$ cat src/cpr_pkg.sv
// Package for the closest point on rectangle block: widths, types, helpers.
// No dependencies; used by every file in src.
package cpr_pkg;

  localparam int CoordBits = 16;
  localparam int DiffBits  = CoordBits + 1;
  localparam int SqBits    = 2 * DiffBits;
  localparam int DistBits  = SqBits + 1;
  localparam int DotBits   = DistBits + 1;
  localparam int MagBits   = DiffBits;
  localparam int ProdBits  = MagBits + DistBits;
  localparam int QuotBits  = MagBits;
  localparam int DivSteps  = QuotBits;
  localparam int IdxBits   = 2;
  // two modes, four signs, start, two ends and the query point
  localparam int TagBits   = 2 * 2 + 4 + 4 * 2 * CoordBits;

  typedef logic signed [CoordBits-1:0] coord_t;
  typedef logic signed [DiffBits-1:0]  diff_t;
  typedef logic        [DistBits-1:0]  dist_t;
  typedef logic signed [DotBits-1:0]   dot_t;
  typedef logic        [ProdBits-1:0]  prod_t;
  typedef logic        [QuotBits-1:0]  quot_t;
  typedef logic        [TagBits-1:0]   tag_t;

  typedef enum logic [1:0] {
    VTX_A = 2'd0,
    VTX_B = 2'd1,
    VTX_C = 2'd2,
    VTX_D = 2'd3
  } vtx_e;

  typedef enum logic [1:0] {
    MODE_START = 2'd0,
    MODE_END   = 2'd1,
    MODE_INNER = 2'd2
  } mode_e;

  typedef struct packed {
    coord_t x;
    coord_t y;
  } point_t;

  // Edge direction or point
  function automatic diff_t sub_c(coord_t a, coord_t b);
    sub_c = diff_t'(a) - diff_t'(b);
  endfunction

  function automatic dist_t sq_d(diff_t dx, diff_t dy);
    logic signed [SqBits-1:0] px;
    logic signed [SqBits-1:0] py;
    px = dx * dx;
    py = dy * dy;
    sq_d = dist_t'(px) + dist_t'(py);
  endfunction

  function automatic vtx_e nbr_first(vtx_e k);
    unique case (k)
      VTX_A:   nbr_first = VTX_B;
      VTX_B:   nbr_first = VTX_A;
      VTX_C:   nbr_first = VTX_B;
      default: nbr_first = VTX_C;
    endcase
  endfunction

  function automatic vtx_e nbr_second(vtx_e k);
    unique case (k)
      VTX_A:   nbr_second = VTX_D;
      VTX_B:   nbr_second = VTX_C;
      VTX_C:   nbr_second = VTX_D;
      default: nbr_second = VTX_A;
    endcase
  endfunction

endpackage

$ cat src/cpr_div.sv
// Pipelined restoring divider: one quotient bit per stage.
// Depends on cpr_pkg. Carries a tag alongside the quotient.
module cpr_div (
  input  logic           clk_i,
  input  logic           en_i,
  input  cpr_pkg::prod_t num_i,
  input  cpr_pkg::dist_t den_i,
  input  cpr_pkg::tag_t  tag_i,
  output cpr_pkg::quot_t quot_o,
  output cpr_pkg::tag_t  tag_o
);
  import cpr_pkg::*;

  localparam int RemBits = DistBits + 1;

  prod_t              num_q [1:DivSteps];
  logic [RemBits-1:0] rem_q [1:DivSteps];
  dist_t              den_q [1:DivSteps];
  quot_t              quo_q [1:DivSteps];
  tag_t               tag_q [1:DivSteps];

  for (genvar s = 0; s < DivSteps; s++) begin : g_step
    prod_t              num_in;
    logic [RemBits-1:0] rem_in;
    dist_t              den_in;
    quot_t              quo_in;
    tag_t               tag_in;
    logic [RemBits-1:0] trial;
    logic [RemBits-1:0] sub;
    if (s == 0) begin : g_head
      assign num_in = num_i;
      assign rem_in = RemBits'(num_i >> QuotBits);
      assign den_in = den_i;
      assign quo_in = '0;
      assign tag_in = tag_i;
    end else begin : g_body
      assign num_in = num_q[s];
      assign rem_in = rem_q[s];
      assign den_in = den_q[s];
      assign quo_in = quo_q[s];
      assign tag_in = tag_q[s];
    end
    always_comb begin
      trial = {rem_in[RemBits-2:0], num_in[QuotBits-1-s]};
      sub   = trial - RemBits'(den_in);
    end
    always_ff @(posedge clk_i) begin
      if (en_i) begin
        num_q[s+1] <= num_in;
        den_q[s+1] <= den_in;
        tag_q[s+1] <= tag_in;
        if (trial >= RemBits'(den_in)) begin
          rem_q[s+1] <= sub;
          quo_q[s+1] <= quo_in | (quot_t'(1) << (QuotBits-1-s));
        end else begin
          rem_q[s+1] <= trial;
          quo_q[s+1] <= quo_in;
        end
      end
    end
  end

  assign quot_o = quo_q[DivSteps];
  assign tag_o  = tag_q[DivSteps];
endmodule

$ cat config.mk
export PLATFORM = sky130hd
export DESIGN_NAME = cpr_div
export DESIGN_NICKNAME = d
export VERILOG_FILES = /design/src/cpr_pkg.sv /design/src/cpr_div.sv
export SDC_FILE = /design/constraint.sdc
export NUM_CORES = 2
export LEC_CHECK = 0
export ABC_AREA = 1
export BUFFER_PORTS_ARGS = -buffer_cell sky130_fd_sc_hd__buf_4
export CAP_MARGIN = 20
export CORE_MARGIN = 2
export CORE_UTILIZATION = 45
export CTS_BUF_LIST = sky130_fd_sc_hd__clkbuf_8
export CTS_CLUSTER_SIZE = 24
export DETAILED_ROUTE_END_ITERATION = 8
export SLEW_MARGIN = 40
export SYNTH_ARGS = -nofsm -noshare
export SYNTH_HDL_FRONTEND = slang
export SYNTH_MEMORY_MAX_BITS = 65536
export SYNTH_SLANG_ARGS = --single-unit
$ cat constraint.sdc
create_clock -name clk_i -period 2.8 [get_ports clk_i]
set_input_delay 0.14 -clock clk_i [delete_from_list [all_inputs] [get_ports clk_i]]
set_output_delay 0.14 -clock clk_i [all_outputs]
set_load 0.02 [all_outputs]
# Word-level counts from Yosys, hierarchy flattened
# Memories as Yosys holds them, arrays and structs flattened.
# Index checks and enable logic that the tools add are counted.
[classes]
n_addsub = 17
order_cmp = 17
n_mux = 138
bitwise_logic = 34
[ops]
columns = ["cell", "count"]
rows = [
  ["$ge 36x35->1", 17],
  ["$mux 36", 17],
  ["$sub 36x35->36", 17],
  ["$mux 17", 17],
  ["$mux 1", 104],
  ["$or 1x1->1", 34],
]
[totals]
regBits = 0
ram_bits = 4692
output_inout_bits = 153
wordCells = 211
mem_count = 5
[memory_table]
columns = ["memory", "words", "word_bits", "rd", "rd_ports_with_merged_regs", "write_ports", "line", "text"]
rows = [
  ["tag_q", 17, 136, 17, 0, 17, "cpr_div.sv:20", "tag_t tag_q [1:DivSteps];"],
  ["num_q", 17, 52, 16, 0, 17, "cpr_div.sv:16", "prod_t num_q [1:DivSteps];"],
  ["rem_q", 17, 36, 16, 0, 17, "cpr_div.sv:17", "logic [RemBits-1:0] rem_q [1:DivSteps];"],
  ["den_q", 17, 35, 16, 0, 17, "cpr_div.sv:18", "dist_t den_q [1:DivSteps];"],
  ["quo_q", 17, 17, 17, 0, 17, "cpr_div.sv:19", "quot_t quo_q [1:DivSteps];"],
]

# Depth between registers and ports, before layout
# An unclocked memory read counts as a cell.
[depth]
ltp_word = 6
depth_mapped = 16
ltp_nobuf = 15

# Least setup slack after synthesis
# OpenSTA, ideal clock, no wires.
[synth_timing]
path_type = "input-to-reg"
start = "input en_i"
end = "register, netlist name quo_q[0][273]"
setup_time_ns = 0.426
arrival_time_ns = 1.901
required_time_ns = 2.374
setup_slack_ns = 0.473
stages = 3
cell_sequence = "clkbuf_2 > clkbuf_2 > clkbuf_1"
[synth_lines]
columns = ["item", "line", "text"]
rows = [
  ["start, declared", "cpr_div.sv:5", "input logic en_i,"],
]

==> Implementation_results.wiki <==
{| class="wikitable"
! Metric !! Value
|-
| Fin Clk Skew || 0.0761 ns
|-
| Number of slew-limit violations in the final report || 0
|-
| Share of final-layout standard cells stronger than drive strength 1 || 12.9%
|-
| Worst path cell trace || dlygate4sd3_1 -> buf_4 -> ha_2 -> nand2_2 -> nor2_4 -> nand2_1 -> nor2_1 -> buf_4 -> nand2_1 -> nand2_1 -> a21oi_1 -> nand2_2 -> clkinv_4 -> buf_12 -> nand2_1 -> dlygate4sd3_1 -> nand2_1 -> dlygate4sd3_1
|-
| Outcome || finished, final reports clean
|-
| Remaining routing DRC violations || 0
|-
| Highest fanout seen on the critical path || 12
|-
| Via count of the first global-routing pass || 107418
|-
| Fraction of met3 tracks used by global routing || 2.83%
|-
| Effective utilization at floorplan || 45.3%
|-
| Minimum clock period || 2.75 ns
|-
| Sequential cell fraction of total power || 41.9%
|-
| Mapped Area || 164000 µm²
|-
| Worst Hold Slack || 0.0747 ns
|-
| Worst setup slack after layout || 0.0509 ns
|-
| Category of the most critical setup path || in2reg
|-
| TritonCTS clock tree || done
|-
| Register bit count reported by yosys || 3721
|-
| Maximum count of clock buffers along a single path || 4
|-
| Internal power || 114000 µW
|-
| Placement Setup Slack || -0.149 ns
|-
| Die X-Extent || 608 µm
|-
| Top cell by count, worst path || sky130_fd_sc_hd__nand2_1
|-
| Global-route wire length before repair || 609 mm
|-
| GRT Overall Usage || 21.9%
|-
| Most Crowded Layer GR || met2
|-
| Number of detailed-routing iterations run before antenna repair || 6
|-
| Critical Path Max Stage Delay || 0.57 ns
|-
| Combinational share of power || 33.3%
|-
| Sw Ratio || 36.1%
|-
| Final core utilization || 53.3%
|-
| Leading post-synthesis cells by cell area || sky130_fd_sc_hd__edfxtp_1 68%, sky130_fd_sc_hd__nand2_1 11%, sky130_fd_sc_hd__inv_1 5.2%, sky130_fd_sc_hd__ha_1 4.5%, sky130_fd_sc_hd__nor2_1 1.8%
|-
| Yosys warns || 0
|-
| Leakage power || 0.0847 µW
|-
| Number of vias per cell || 4.71
|-
| Met2 demand-to-capacity share in global routing || 44.3%
|-
| Fraction of met1 tracks used by global routing || 19.3%
|-
| Global-route congestion overflow total || 0
|-
| Flip-flop cell with the highest count after synthesis || sky130_fd_sc_hd__edfxtp_1
|-
| Crit share post-route || 98.2%
|-
| Fraction of synthesis flops using an asynchronous set or reset pin || 0%
|-
| Largest net degree at the start of global routing || 175
|-
| Library cell occupying the most area in the post-synthesis netlist || sky130_fd_sc_hd__edfxtp_1
|-
| Routed len/inst || 19.0 µm
|-
| CP delay by family, top || buffers and inverters
|-
| Dpl hpwl || 317 mm
|-
| Tightest Hold Check Type || in2reg
|-
| Net Switching || 64400 µW
|-
| Critical path startpoint category || input port
|-
| Routed vias || 101964
|-
| Count of flip-flops with a built-in enable after synthesis || 3721
|-
| Post-CTS clock slew at the launch and capture registers of the worst setup and hold paths || 0.06 ns
|-
| Capturing element type of the critical path || flip-flop
|-
| Port Buffers || 377
|-
| Yosys top cell area share || 68.0%
|-
| Initial detailed-routing violation count || 5191
|-
| Std-Cell Core Area || 363000 µm²
|-
| Relative max-transition margin || 45.6%
|-
| Latest clock arrival within the worst-skew pair || 1.18 ns
|-
| Die outline area || 370000 µm²
|-
| Required time of the critical path || 3.71 ns
|-
| Htree depth || 6
|-
| Final setup violating endpoints || 0
|-
| Power per cell area || 923 nW/µm²
|-
| Num Clock Sinks || 3721
|-
| Final antenna-violating net count || 0
|-
| Buffering stage count on the worst path with inverters included || 7
|-
| Cell with the most instances after synthesis || sky130_fd_sc_hd__nand2_1
|-
| Total count of hold-check failures in the final report || 0
|-
| Max-capacitance violation count || 0
|-
| Worst voltage drop across the vdd grid || 0.498 mV
|-
| Total length of routed wires || 410 mm
|-
| Sequential-to-total area share from yosys stat || 68.0%
|-
| Netlist cell types || 33
|-
| Rows || 221
|-
| Worst slew pin tran || 0.815 ns
|-
| Top-level I/O count || 378
|-
| Number of buffers added by the clock tree synthesis step || 617
|-
| NumNets Final || 17194
|-
| Worst-path cell with the longest stage delay || sky130_fd_sc_hd__dlygate4sd3_1
|-
| Y dimension of the die || 608 µm
|-
| Peak Freq || 364 MHz
|-
| Synthesized area per cell || 11.3 µm²
|-
| Routability congestion estimate || 0.940
|-
| Post-synth net total || 15377
|-
| Top cell types by occurrence after synthesis || 4725 x sky130_fd_sc_hd__nand2_1, 3721 x sky130_fd_sc_hd__edfxtp_1, 2293 x sky130_fd_sc_hd__inv_1
|-
| Part of the power in the clock network || 24.8%
|-
| CTS root buf || sky130_fd_sc_hd__clkbuf_8
|-
| CP arrival || 3.66 ns
|-
| Antenna violations before repair || 6
|-
| Synthesis-to-layout area growth || 17.6%
|-
| Post-synthesis instance total || 14541
|}
-- what timing repair did --
| action | in CTS | in global routing |
|---|---|---|
| resized for setup | 7 | 98 |
| setup buffers | 1 | 32 |
| hold endpoints to repair | 2031 | 2 |
| pin swaps | 0 | 24 |
| setup endpoints to repair | 42 | 317 |
| hold buffers | 478 | 2 |
| gates cloned | 0 | 3 |
-- registers in the layout (all words and copies together), names as in the netlist --
signal and count:
den_q 560, rem_q 560, quo_q 153, num_q 136, tag_q 2312
-- cells in the final DEF (no fill, tap or decap), types with 8 or more instances in the layout --
master and count:
sky130_fd_sc_hd__xor2_1 273, sky130_fd_sc_hd__nor2_4 9, sky130_fd_sc_hd__nor2_1 767, sky130_fd_sc_hd__o21ai_0 230
sky130_fd_sc_hd__nand2_2 121, sky130_fd_sc_hd__nand3_4 15, sky130_fd_sc_hd__clkbuf_8 620, sky130_fd_sc_hd__nand3_2 183
sky130_fd_sc_hd__ha_1 578, sky130_fd_sc_hd__inv_12 20, sky130_fd_sc_hd__edfxtp_1 3721, sky130_fd_sc_hd__nand3b_1 79
sky130_fd_sc_hd__and2_1 9, sky130_fd_sc_hd__clkinv_2 42, sky130_fd_sc_hd__nor3_1 109, sky130_fd_sc_hd__inv_16 11
sky130_fd_sc_hd__nand3_1 429, sky130_fd_sc_hd__nand4_1 74, sky130_fd_sc_hd__xnor2_1 15, sky130_fd_sc_hd__inv_2 58
sky130_fd_sc_hd__clkinv_1 144, sky130_fd_sc_hd__a21oi_2 19, sky130_fd_sc_hd__ha_2 9, sky130_fd_sc_hd__buf_12 69
sky130_fd_sc_hd__o21bai_1 64, sky130_fd_sc_hd__inv_1 2499, sky130_fd_sc_hd__nor2_2 112, sky130_fd_sc_hd__ha_4 8
sky130_fd_sc_hd__buf_6 8, sky130_fd_sc_hd__a21oi_1 444, sky130_fd_sc_hd__nand2_1 4713, sky130_fd_sc_hd__nand2_4 19
sky130_fd_sc_hd__nor4_1 33, sky130_fd_sc_hd__clkinvlp_4 8, sky130_fd_sc_hd__inv_8 8, sky130_fd_sc_hd__fa_2 11
sky130_fd_sc_hd__bufinv_16 16, sky130_fd_sc_hd__buf_4 767, sky130_fd_sc_hd__dlygate4sd3_1 475
-- routing by layer --
layer  wire [µm]  vias to the layer above
met5           0                        -
met3       11900                     1157
li1            -                    51787
met2      233000                     1895
met4       33000                        0
met1      132000                    47125
-- through the flow --
stage	std cells	total power, µW	TNS, ns	instance area, µm²
6_report	21627	178000	0	193000
5_1_grt	21626	190000	-0.00614	193000
4_1_cts	21585	180000	0	192000
3_5_place_dp	20018	135000	-2.71	176000
3_3_place_gp	20017	135000	-4.49	176000
2_1_floorplan	14541	113000	0	164000
-- power groups by stage --
stage                     logic (µW)  registers [µW]  clock network, µW
after CTS                      59400           74800              46000
final                          59500           74700              44200
after global placement         58500           76000                  0
after detailed placement       58600           76000                  0
after global routing           66700           75400              48200
after floorplan                38900           74000                  0
-- worst paths after layout --
check,slack (ns),to,depth (start not counted),startpoint
worst max-delay path,0.05,rem_q[0][37],18,num_i[24]
worst min-delay path,0.07,rem_q[0][39],9,num_i[16]
worst max register to register,0.09,rem_q[0][390],14,den_q[0][315]
worst min register to register,0.38,num_q[0][573],0,num_q[0][521]
-- worst min-delay path: stages --
cell,delay (ns)
sky130_fd_sc_hd__buf_4,0.11
sky130_fd_sc_hd__inv_1,0.06
sky130_fd_sc_hd__ha_1,0.14
sky130_fd_sc_hd__inv_1,0.08
sky130_fd_sc_hd__nand3_1,0.08
sky130_fd_sc_hd__nand3_1,0.21
sky130_fd_sc_hd__xor2_1,0.19
sky130_fd_sc_hd__nand2_1,0.06
sky130_fd_sc_hd__nand2_1,0.07
-- cells by family after synthesis --
| kind of cell | after synthesis | share of synthesized area [%] |
|---|---|---|
| AO/OA/AOI/OAI | 760 | 2.46 |
| buffers and inverters | 2484 | 6.07 |
| XOR/XNOR | 288 | 1.54 |
| AND/OR/NAND/NOR | 6677 | 17.2 |
| flip-flops | 3721 | 68.0 |
| adder cells (fa/ha/maj) | 611 | 4.73 |
-- layout make-up --
| cell class | instances | area [µm²] |
|---|---|---|
| fill | 32169 | 170000 |
| antenna | 6 | 15.0 |
| timing repair buffer | 1331 | 12200 |
| tap | 4794 | 6000 |
| sequential | 3721 | 112000 |
| clock buffer | 620 | 8530 |
| multi-input combinational | 8336 | 43000 |
| inverter | 2351 | 8830 |
| clock inverter | 468 | 2870 |
(Power assumes the default switching activity.)
